<file path="config.mk">
export PLATFORM = sky130hd
export DESIGN_NAME = fnv_rph_mod_cell
export DESIGN_NICKNAME = d
export VERILOG_FILES = /design/src/hdl/fnv_rph_pkg.sv /design/src/hdl/fnv_rph_mod_cell.sv
export SDC_FILE = /design/constraint.sdc
export NUM_CORES = 1
export LEC_CHECK = 0
export ABC_CLOCK_PERIOD_IN_PS = 3800
export BUFFER_PORTS_ARGS = -buffer_cell sky130_fd_sc_hd__clkbuf_2
export CORE_MARGIN = 2
export CORE_UTILIZATION = 40
export CTS_CLUSTER_SIZE = 16
export DETAILED_ROUTE_END_ITERATION = 8
export PLACE_DENSITY = 0.7
export SLEW_MARGIN = 20
export SYNTH_ARGS = -nofsm -noshare
export SYNTH_HDL_FRONTEND = slang
export SYNTH_SLANG_ARGS = --single-unit
</file>
<file path="constraint.sdc">
create_clock -name clk -period 3.8 [get_ports clk]
set_input_delay 0.76 -clock clk [delete_from_list [all_inputs] [get_ports clk]]
set_output_delay 0.76 -clock clk [all_outputs]
set_load 0.02 [all_outputs]
</file>
<file path="src/hdl/fnv_rph_pkg.sv">
// shared constants and the hash round function for the record placement hash
// no dependencies
`default_nettype none
package fnv_rph_pkg;
  localparam logic [63:0] HASH_BASIS = 64'hcbf29ce484222325;
  localparam logic [63:0] HASH_PRIME = 64'h00000100000001b3;
  localparam logic [63:0] SLOT_SALT  = 64'h0000deadbeefcafe;
  localparam int unsigned PAGE_W = 32;
  localparam int unsigned SLOT_W = 16;
  localparam logic [31:0] PAGE_COUNT_RESET = 32'd262144;
  localparam logic [15:0] SLOTS_RESET      = 16'd175;
  localparam logic [0:0] REG_PAGE_COUNT = 1'b0;
  localparam logic [0:0] REG_SLOTS      = 1'b1;

  // one hash round step: xor byte then multiply by prime (mod 2^64)
  // prime = 2^40 + 0x1b3, so product is shift-add plus a small multiply
  function automatic logic [63:0] fnv_round(input logic [63:0] h, input logic [7:0] b);
    logic [63:0] x;
    begin
      x = h ^ {56'd0, b};
      fnv_round = (x << 40) + (x * 64'h1b3);
    end
  endfunction
endpackage
`default_nettype wire

</file>
<file path="src/hdl/fnv_rph_mod_cell.sv">
// one restoring-remainder step: shift in a hash bit, subtract divisor if it fits
// depends on fnv_rph_pkg
`default_nettype none
module fnv_rph_mod_cell
  import fnv_rph_pkg::*;
#(
  parameter int unsigned DW = 32
) (
  input  wire logic          clk,
  input  wire logic          rst,
  input  wire logic          vld_in,
  input  wire logic [DW-1:0] rem_in,
  input  wire logic [63:0]   num_in,
  input  wire logic [DW-1:0] div_in,
  output logic               vld_out,
  output logic [DW-1:0]      rem_out,
  output logic [63:0]        num_out,
  output logic [DW-1:0]      div_out
);
  logic [DW:0] trial;
  logic [DW:0] diff;
  assign trial = {rem_in, num_in[63]};
  assign diff  = trial - {1'b0, div_in};

  // remainder stays below divisor, so one compare and subtract suffices
  always_ff @(posedge clk) begin
    if (rst) begin
      vld_out <= 1'b0;
    end else begin
      vld_out <= vld_in;
    end
    rem_out <= diff[DW] ? trial[DW-1:0] : diff[DW-1:0];
    num_out <= {num_in[62:0], 1'b0};
    div_out <= div_in;
  end
endmodule
`default_nettype wire

</file>
==> results.sh <==
export IMPL_grt_ovfl_total=0
export IMPL_n_antenna_cell=0
export IMPL_vias_per_cell=4.74
export IMPL_antenna_found_initial=0
export IMPL_core_sq_um=12500
export IMPL_finalWorstSetupSlack_ns=0.624
export IMPL_finalNonFillerCells=945
export IMPL_gp_congestion=0.852
export IMPL_area_delta_synth_final_pct=39.3
export IMPL_seqCellArea_sq_um=2560
export IMPL_clkPwrFrac_pct=39.3
export IMPL_cts_made_buffers=17
export IMPL_timing_final_crit_share_pct=83.6
export IMPL_ys_seq_area_share_pct=50.7
export IMPL_h_tree_depth=4
export IMPL_drive_above_1_share_pct=41.8
export IMPL_combPwrFrac_pct=21.9
export IMPL_seq_power_share_pct=38.8
export IMPL_synth_edf_count=0
export IMPL_grt_use_total_pct=20.3
export IMPL_run_status="complete, no violations"
export IMPL_internal_power_mw=2.73
export IMPL_grt_pass1_vias=4227
export IMPL_slew_viol_final=0
export IMPL_clkSinkCount=128
export IMPL_worstPathMaxFanout=15
export IMPL_grt_util_met3_pct=5.81
export IMPL_fin_crit_ns=3.18
export IMPL_netSwitchingPower_mw=1.16
export IMPL_drc=0
export IMPL_ctsHoldBuffers=0
export IMPL_hold_ws_ns=0.446
export IMPL_wire_per_inst_um=14.9
export IMPL_wirelength_um=14100
export IMPL_die_area_sq_um=13600
export IMPL_criticalPathCategory="primary input to flop"
export IMPL_fp_dieW_um=116
export IMPL_grt_max_degree=17
export IMPL_cts_resized=0
export IMPL_synth_nets=655
export IMPL_multi_input_comb_area_sq_um=2200
export IMPL_synth_main_ff_cell="dfxtp_1"
export IMPL_ys_types=57
export IMPL_cts_tree="done"
export IMPL_synth_seq_cells=128
export IMPL_grt_util_met1_pct=22.5
export IMPL_start_util_pct=40.6
export IMPL_tns_ns=0
export IMPL_grt_pass1_wl_um=20800
export IMPL_critPathLaunchType="primary input"
export IMPL_rows=41
export IMPL_finalHoldViolations=0
export IMPL_final_util_pct=56.5
export IMPL_grt_setup_unrepaired="no"
export IMPL_hpwl_um=11500
export IMPL_fillers=1126
export IMPL_clk_pin_slew_worst_paths_ns=0.06
export IMPL_clock_fmax_ghz=0.315
export IMPL_postCtsSetupRepairBufs=0
export IMPL_io_buffers=258
export IMPL_first_iter_violations=268
export IMPL_synth_top_area_cell="dfxtp_1"
export IMPL_place_ws_ns=0.262
export IMPL_drv_cap=0
export IMPL_synth_cells=491
export IMPL_yosys_warnings=0
export IMPL_ios=260
export IMPL_cts_path_max_buffers=2
export IMPL_cp_arrival_ns=3.44
export IMPL_cp_end_kind="flop"
export IMPL_p_leak_nw=3.67
export IMPL_dr_total_vias=4482
export IMPL_syn_area_sq_um=5060
export IMPL_syn_area_per_cell_sq_um=10.3
export IMPL_synth_top_area_share_pct=50.7
export IMPL_grt_util_met2_pct=36.8
export IMPL_cellPowerDensity_nw_per_um2=551
export IMPL_drtPass1Iterations=5
export IMPL_finalSetupViolations=0
export IMPL_min_path_type="primary input to flop"
export IMPL_ant_nets=0
export IMPL_die_height_um=116
export IMPL_crit_required_ns=4.07
export IMPL_vdd_drop_max_mv=0.270
export IMPL_synth_top_cells_by_area="dfxtp_1, ha_1, a21oi_1"
export IMPL_place_inst=913
export IMPL_root_buffer="clkbuf_16"
export IMPL_fin_nets=924
export IMPL_p_sw_share_pct=29.8
export IMPL_synth_async_reset_ratio_pct=0
export IMPL_top_usage_layer="met2"
==> cell usage after synthesis, types with 5 or more instances <==
cell type  number
nand2_1        44
o211ai_1        8
nor2b_1         6
o21a_1          6
o21bai_1        5
buf_6           5
inv_1          41
o21ai_0        24
o31ai_1         5
mux2_2          9
xnor2_1        14
a21o_1         13
ha_1           32
a21oi_1        34
mux2_4          9
nand4_1         7
nand3_1        11
nor2_1         16
and3_1          5
xor2_1         10
nand2b_1        5
dfxtp_1       128
==> per-layer routing <==
layer	up-vias	wire [um]
li1	2241	-
met1	2038	5620
met2	179	7240
met3	24	1020
met4	0	241
met5	-	0
==> flip-flops by register name (all words and copies together), names as in the netlist <==
register,cells
rem_out,32
vld_out,1
div_out,32
num_out,63
==> final cells by class <==
type,count,share of cell area [%]
Timing Repair Buffer,266,19.2
Clock inverter,14,1.92
Tap cell,172,3.05
Sequential cell,128,36.4
Clock buffer,18,6.09
Multi-Input combinational cell,306,31.2
Inverter,41,2.18
==> placed cells by master (no fill, tap or decap), types with 2 or more instances in the layout <==
cell type,n
o21a_1,6
dfxtp_1,128
xor2_1,10
clkbuf_16,17
nor3_1,4
ha_1,32
mux2_2,9
inv_1,41
o21ai_0,24
nand3_1,11
nand2_1,44
and2_1,2
clkinvlp_4,3
a21o_2,2
o211ai_1,8
buf_4,8
and4_1,2
a21boi_0,2
nor2_1,16
o2111ai_1,2
nand4_1,7
nor2b_1,6
a21oi_1,34
o31ai_1,5
clkbuf_2,258
o41ai_1,2
a31oi_1,2
mux2_4,9
inv_6,2
clkinv_4,5
a211oi_1,4
o21bai_1,5
and3_1,5
clkinv_2,2
nand2b_1,5
xnor2_1,14
a21o_1,13
==> per-stage QoR <==
stage	power (mW)	area, sq um
2_1_floorplan	2.10	5060
4_1_cts	3.92	7050
6_report	3.88	7050
3_5_place_dp	2.39	6480
5_1_grt	4.07	7050
3_3_place_gp	2.38	6480
==> power by group through the flow <==
stage,registers [mW],logic (mW),clock network (mW)
after global routing,1.52,0.928,1.62
after floorplan,1.70,0.398,0
after detailed placement,1.54,0.854,0
after global placement,1.54,0.846,0
final,1.51,0.853,1.53
after CTS,1.51,0.859,1.55
==> cells by family (layout without fill, tap and decap cells) <==
| group | after synthesis | in the layout | share of synthesized area (%) |
|---|---|---|---|
| xor gates and xnor gates | 24 | 24 | 4.16 |
| muxes | 18 | 18 | 4.68 |
| DFF | 128 | 128 | 50.7 |
| and+or+nand+nor | 109 | 109 | 10.4 |
| adders and majority gates | 33 | 33 | 8.31 |
| buffers and inverters | 57 | 339 | 5.84 |
| AOI/OAI and AO/OA | 121 | 121 | 15.8 |
| other | 1 | 1 | 0.0742 |
==> critical path: stages <==
cell	delay (ns)
clkbuf_2	0.09
inv_1	0.04
ha_1	0.22
fa_1	0.41
nand2b_1	0.19
a21oi_1	0.23
o211ai_1	0.18
a21oi_1	0.25
o21a_1	0.23
o211ai_2	0.11
buf_4	0.23
o41ai_1	0.50
==> path summary, 6_finish.rpt <==
| kind | start | endpoint | slack, ns | depth (start not counted) |
|---|---|---|---|---|
| min | num_in[13] | num_out[14] | 0.45 | 1 |
| max | num_in[63] | rem_out[27] | 0.62 | 12 |
(Power assumes the default switching activity.)
