File: config.mk
export PLATFORM = sky130hd
export DESIGN_NAME = fnv_rph_hash_cell
export DESIGN_NICKNAME = d
export VERILOG_FILES = /design/src/hdl/fnv_rph_pkg.sv /design/src/hdl/fnv_rph_hash_cell.sv
export SDC_FILE = /design/constraint.sdc
export NUM_CORES = 2
export LEC_CHECK = 0
export BUFFER_PORTS_ARGS = -buffer_cell sky130_fd_sc_hd__buf_2
export CORE_MARGIN = 2
export CORE_UTILIZATION = 62
export CTS_CLUSTER_SIZE = 24
export DETAILED_ROUTE_END_ITERATION = 12
export GPL_TIMING_DRIVEN = 1
export HOLD_SLACK_MARGIN = 0.05
export MAX_ROUTING_LAYER = met4
export PLACE_DENSITY = 0.85
export SLEW_MARGIN = 15
export SYNTH_ARGS = -nofsm -noshare
export SYNTH_HDL_FRONTEND = slang
export SYNTH_SLANG_ARGS = --single-unit
File: constraint.sdc
create_clock -name clk -period 14.5 [get_ports clk]
set_clock_uncertainty 0.05 [all_clocks]
set_input_delay 2.9 -clock clk [delete_from_list [all_inputs] [get_ports clk]]
set_output_delay 2.9 -clock clk [all_outputs]
set_load 0.02 [all_outputs]
File: src/hdl/fnv_rph_pkg.sv
// shared constants and the hash round function for the record placement hash
// no dependencies
`default_nettype none
package fnv_rph_pkg;
  localparam logic [63:0] HASH_BASIS = 64'hcbf29ce484222325;
  localparam logic [63:0] HASH_PRIME = 64'h00000100000001b3;
  localparam logic [63:0] SLOT_SALT  = 64'h0000deadbeefcafe;
  localparam int unsigned PAGE_W = 32;
  localparam int unsigned SLOT_W = 16;
  localparam logic [31:0] PAGE_COUNT_RESET = 32'd262144;
  localparam logic [15:0] SLOTS_RESET      = 16'd175;
  localparam logic [0:0] REG_PAGE_COUNT = 1'b0;
  localparam logic [0:0] REG_SLOTS      = 1'b1;

  // one hash round step: xor byte then multiply by prime (mod 2^64)
  // prime = 2^40 + 0x1b3, so product is shift-add plus a small multiply
  function automatic logic [63:0] fnv_round(input logic [63:0] h, input logic [7:0] b);
    logic [63:0] x;
    begin
      x = h ^ {56'd0, b};
      fnv_round = (x << 40) + (x * 64'h1b3);
    end
  endfunction
endpackage
`default_nettype wire

File: src/hdl/fnv_rph_hash_cell.sv
// one byte round of both fnv-1a hashes, registered
// depends on fnv_rph_pkg
`default_nettype none
module fnv_rph_hash_cell
  import fnv_rph_pkg::*;
#(
  parameter int unsigned BYTE_SEL = 0
) (
  input  wire logic        clk,
  input  wire logic        rst,
  input  wire logic        vld_in,
  input  wire logic [63:0] h1_in,
  input  wire logic [63:0] h2_in,
  input  wire logic [63:0] id_in,
  output logic             vld_out,
  output logic [63:0]      h1_out,
  output logic [63:0]      h2_out,
  output logic [63:0]      id_out
);
  // salt byte that lines up with the byte consumed here
  logic [7:0] id_salted;
  assign id_salted = id_in[7:0] ^ SLOT_SALT[8*BYTE_SEL +: 8];

  // consume low byte and pass the remaining bytes on
  always_ff @(posedge clk) begin
    if (rst) begin
      vld_out <= 1'b0;
    end else begin
      vld_out <= vld_in;
    end
    h1_out <= fnv_round(h1_in, id_in[7:0]);
    h2_out <= fnv_round(h2_in, id_salted);
    id_out <= {8'd0, id_in[63:8]};
  end
endmodule
`default_nettype wire

==> results.md <==
- The flow ran to the end, and the final reports show no timing, DRC or antenna violations.
- The floorplan row count is 77.
- The clock transition at the registers of the reported paths is 0.09 ns.
- The post-detailed-routing wire length is 71.8 mm.
- The worst slack on hold paths is 2.48 ns.
- The number of global-route vias before repair is 21.3k.
- The top cell types in the final layout, fill and taps aside, are sky130_fd_sc_hd__inv_1 (856), sky130_fd_sc_hd__fa_1 (421), sky130_fd_sc_hd__ha_1 (392).
- Dividing the detail-routed via count by the number of cells gives 5.36.
- The final-layout fill cell count is 3,495.
- After global routing the overflow that remains totals 0.
- The die span in y is 215 um.
- In this run the tightest slew margin relative to its limit is 0.468.
- The commonest non-fill, non-tap cell in the layout is sky130_fd_sc_hd__inv_1.
- The number of synthesized flops with an enable pin is 0.
- The most used flip-flop cell after synthesis is sky130_fd_sc_hd__dfxtp_1.
- The required time of the critical path is 14.80 ns.
- The number of post-CTS setup repair buffers is 0.
- The fraction of synthesized cell area taken by the top area cell type is 0.306.
- Port buffering added 379 buffers.
- TritonCTS built the clock tree.
- The detailed router's first-iteration violation count is 1,392.
- The maximum clock frequency is 116 MHz.
- The number of H-tree branching levels is 4.
- Synthesis inferred 185 register bits.
- The number of remaining DRC errors is 0.
- The net count reported at finish is 4,336.
- The final count of negative-setup-slack endpoints is 0.
- Once detail routing completed, the nets flagged for antenna violations numbered 0.
- The pin count of the biggest net entering global routing is 23.
- The final max-slew violation count is 0.
- The wire-length estimate of the detail-placed layout is 64.5 mm.
- Dividing the final minimum period by the clock period gives 0.594.
- The tightest min-delay check is of the input port to register type.
- The total of warnings raised by yosys is 0.
- Routability-driven placement finished with a final weighted congestion of 1.02.
- For the worst setup path, the data arrival time is 8.92 ns.
- The synthesized area is 0.0275 sq mm.
- The share of post-route cells with drive strength above 1 is 0.131.
- The core region area is 0.0440 sq mm.
- Counting instances, the worst hold path has a depth of 1.
- The all-layer global routing usage is 0.325.
- The root buffer cell chosen for the clock tree is sky130_fd_sc_hd__clkbuf_16.
- The longest clock path from root to sink contains 2 buffers.
- The routed design could run at a clock period as short as 8.62 ns.
- Setup repair after global routing left no endpoint under its margin.
- The final-report hold violation count is 0.
- The first global-routing pass estimated 113 mm of wire.
- The routed layout has 21.1k vias.
- In this run the worst path has a maximum fanout of 5.
- The synthesized instance count is 2,981.
- The max capacitance violation total is 0.
- The average cell area after synthesis is 9.24 sq um.
- At the pin with the least slew margin, the transition time is 0.795 ns.
- The post-CTS resize count is 0.
- Clock tree synthesis found a total of 185 sinks.
- The total CTS buffers is 17.
- The share of the Yosys chip area taken by registers is 0.135.
- The floorplan die area is 0.0461 sq mm.
- The number of antenna violations at the first check in global routing is 1.
- In this run the count of I/O pins placed on the die edge is 388.
- The cell taking the most area after synthesis is sky130_fd_sc_hd__fa_1.
- Counting flops with an async set or reset pin after synthesis yields a share of 0.
- STA classifies the critical path endpoint as a register.
- By area the synthesized netlist is led by sky130_fd_sc_hd__fa_1 (31%), sky130_fd_sc_hd__ha_1 (18%), sky130_fd_sc_hd__dfxtp_1 (13%).
- Adding up every negative setup slack in the final design gives 0 ns.
- The number of detailed-route iterations in the first pass is 5.
- Buffers inserted to repair hold after CTS numbered 0.
- The setup path with the least slack is of type input port to register.
- The average wire per standard cell is 18.3 um.
- The number of different library cells used by synthesis comes to 70.
- STA classifies the critical path startpoint as an input port.
- The initial cell density of the core is 0.625.
- The die extent in x is 215 um.
- The growth of design area from synthesis to finish is 11.1%.
==> worst max-delay path, stage by stage <==
cell and delay (ns):
sky130_fd_sc_hd__buf_2 0.14, sky130_fd_sc_hd__xnor2_1 0.62, sky130_fd_sc_hd__inv_1 0.11, sky130_fd_sc_hd__ha_1 0.35, sky130_fd_sc_hd__xor2_1 0.19, sky130_fd_sc_hd__ha_1 0.32, sky130_fd_sc_hd__fa_1 0.50, sky130_fd_sc_hd__fa_1 0.42
sky130_fd_sc_hd__ha_1 0.31, sky130_fd_sc_hd__ha_1 0.36, sky130_fd_sc_hd__a21o_1 0.19, sky130_fd_sc_hd__a21oi_1 0.24, sky130_fd_sc_hd__a21oi_1 0.13, sky130_fd_sc_hd__o21bai_1 0.19, sky130_fd_sc_hd__o21ai_1 0.18, sky130_fd_sc_hd__a31oi_1 0.47
sky130_fd_sc_hd__o221a_2 0.38, sky130_fd_sc_hd__o21ai_1 0.16, sky130_fd_sc_hd__a311oi_1 0.44, sky130_fd_sc_hd__mux2i_1 0.23, sky130_fd_sc_hd__nand4_1 0.10
==> layout make-up <==
class | count | area (sq um) | share of cell area
well taps | 592 | 741 | 0.0242
repair buffers | 379 | 1900 | 0.0620
flip-flops and latches | 185 | 3700 | 0.121
clock inverters | 15 | 226 | 0.00740
inverters | 856 | 3210 | 0.105
multi-input cells | 1889 | 20400 | 0.666
clock buffers | 17 | 425 | 0.0139
diodes | 1 | 2.50 | 0.0000818
==> registers in the layout, summed over array words and instances (netlist names) <==
signal	cells
id_out	56
h1_out	64
vld_out	1
h2_out	64
==> synth_stat cells, drive strengths merged, types with 6 or more instances <==
cell    number
a21boi       6
a21o       111
a21oi      140
a31oi       14
and2        14
and3        25
buf          9
clkbuf      49
dfxtp      185
fa         421
ha         392
inv        856
nand2      103
nand2b      13
nand3       32
nand4       27
nor2        64
nor2b       29
nor3        15
o211ai       9
o21a         9
o21ai       95
o21bai      20
xnor2      135
xor2       130
==> kinds of logic (layout without fill, tap and decap cells) <==
kind of cell | count (synthesis) | in the layout | share of synthesized area
buffers and inverters | 914 | 1267 | 0.126
adders and majority gates | 813 | 813 | 0.484
AOI/OAI and AO/OA | 462 | 462 | 0.110
and+or+nand+nor | 338 | 338 | 0.0599
xor gates and xnor gates | 265 | 265 | 0.0843
DFF | 185 | 185 | 0.135
muxes | 3 | 3 | 0.00109
other | 1 | 9 | 0.000136
==> metrics by stage <==
stage / std cells / utilization / worst slack, ns / cell area (sq um)
6_report: 3934 / 0.695 / 5.88 / 30600
5_1_grt: 3934 / 0.695 / 5.56 / 30600
4_1_cts: 3933 / 0.695 / 5.96 / 30600
3_5_place_dp: 3901 / 0.680 / 5.54 / 29900
3_3_place_gp: 3901 / 0.680 / 5.67 / 29900
2_1_floorplan: 2988 / - / 6.50 / 27600
==> metal layers <==
| metal | vias up | part of all wire | global-route usage |
|---|---|---|---|
| li1 | 9897 | - | - |
| met1 | 10200 | 0.44 | 0.440 |
| met2 | 848 | 0.45 | 0.495 |
| met3 | 142 | 0.073 | 0.0464 |
| met4 | 0 | 0.043 | 0.134 |
| met5 | - | 0 | - |
==> path summary, 6_finish.rpt <==
check	slack, ns	from	to
worst min-delay path	2.48	id_in[59]	id_out[51]
worst max-delay path	5.88	id_in[2]	h1_out[63]
Power is left out: the tool's default activity adds up to more than one toggle a clock period on the data nets, which glitch-free logic cannot reach.
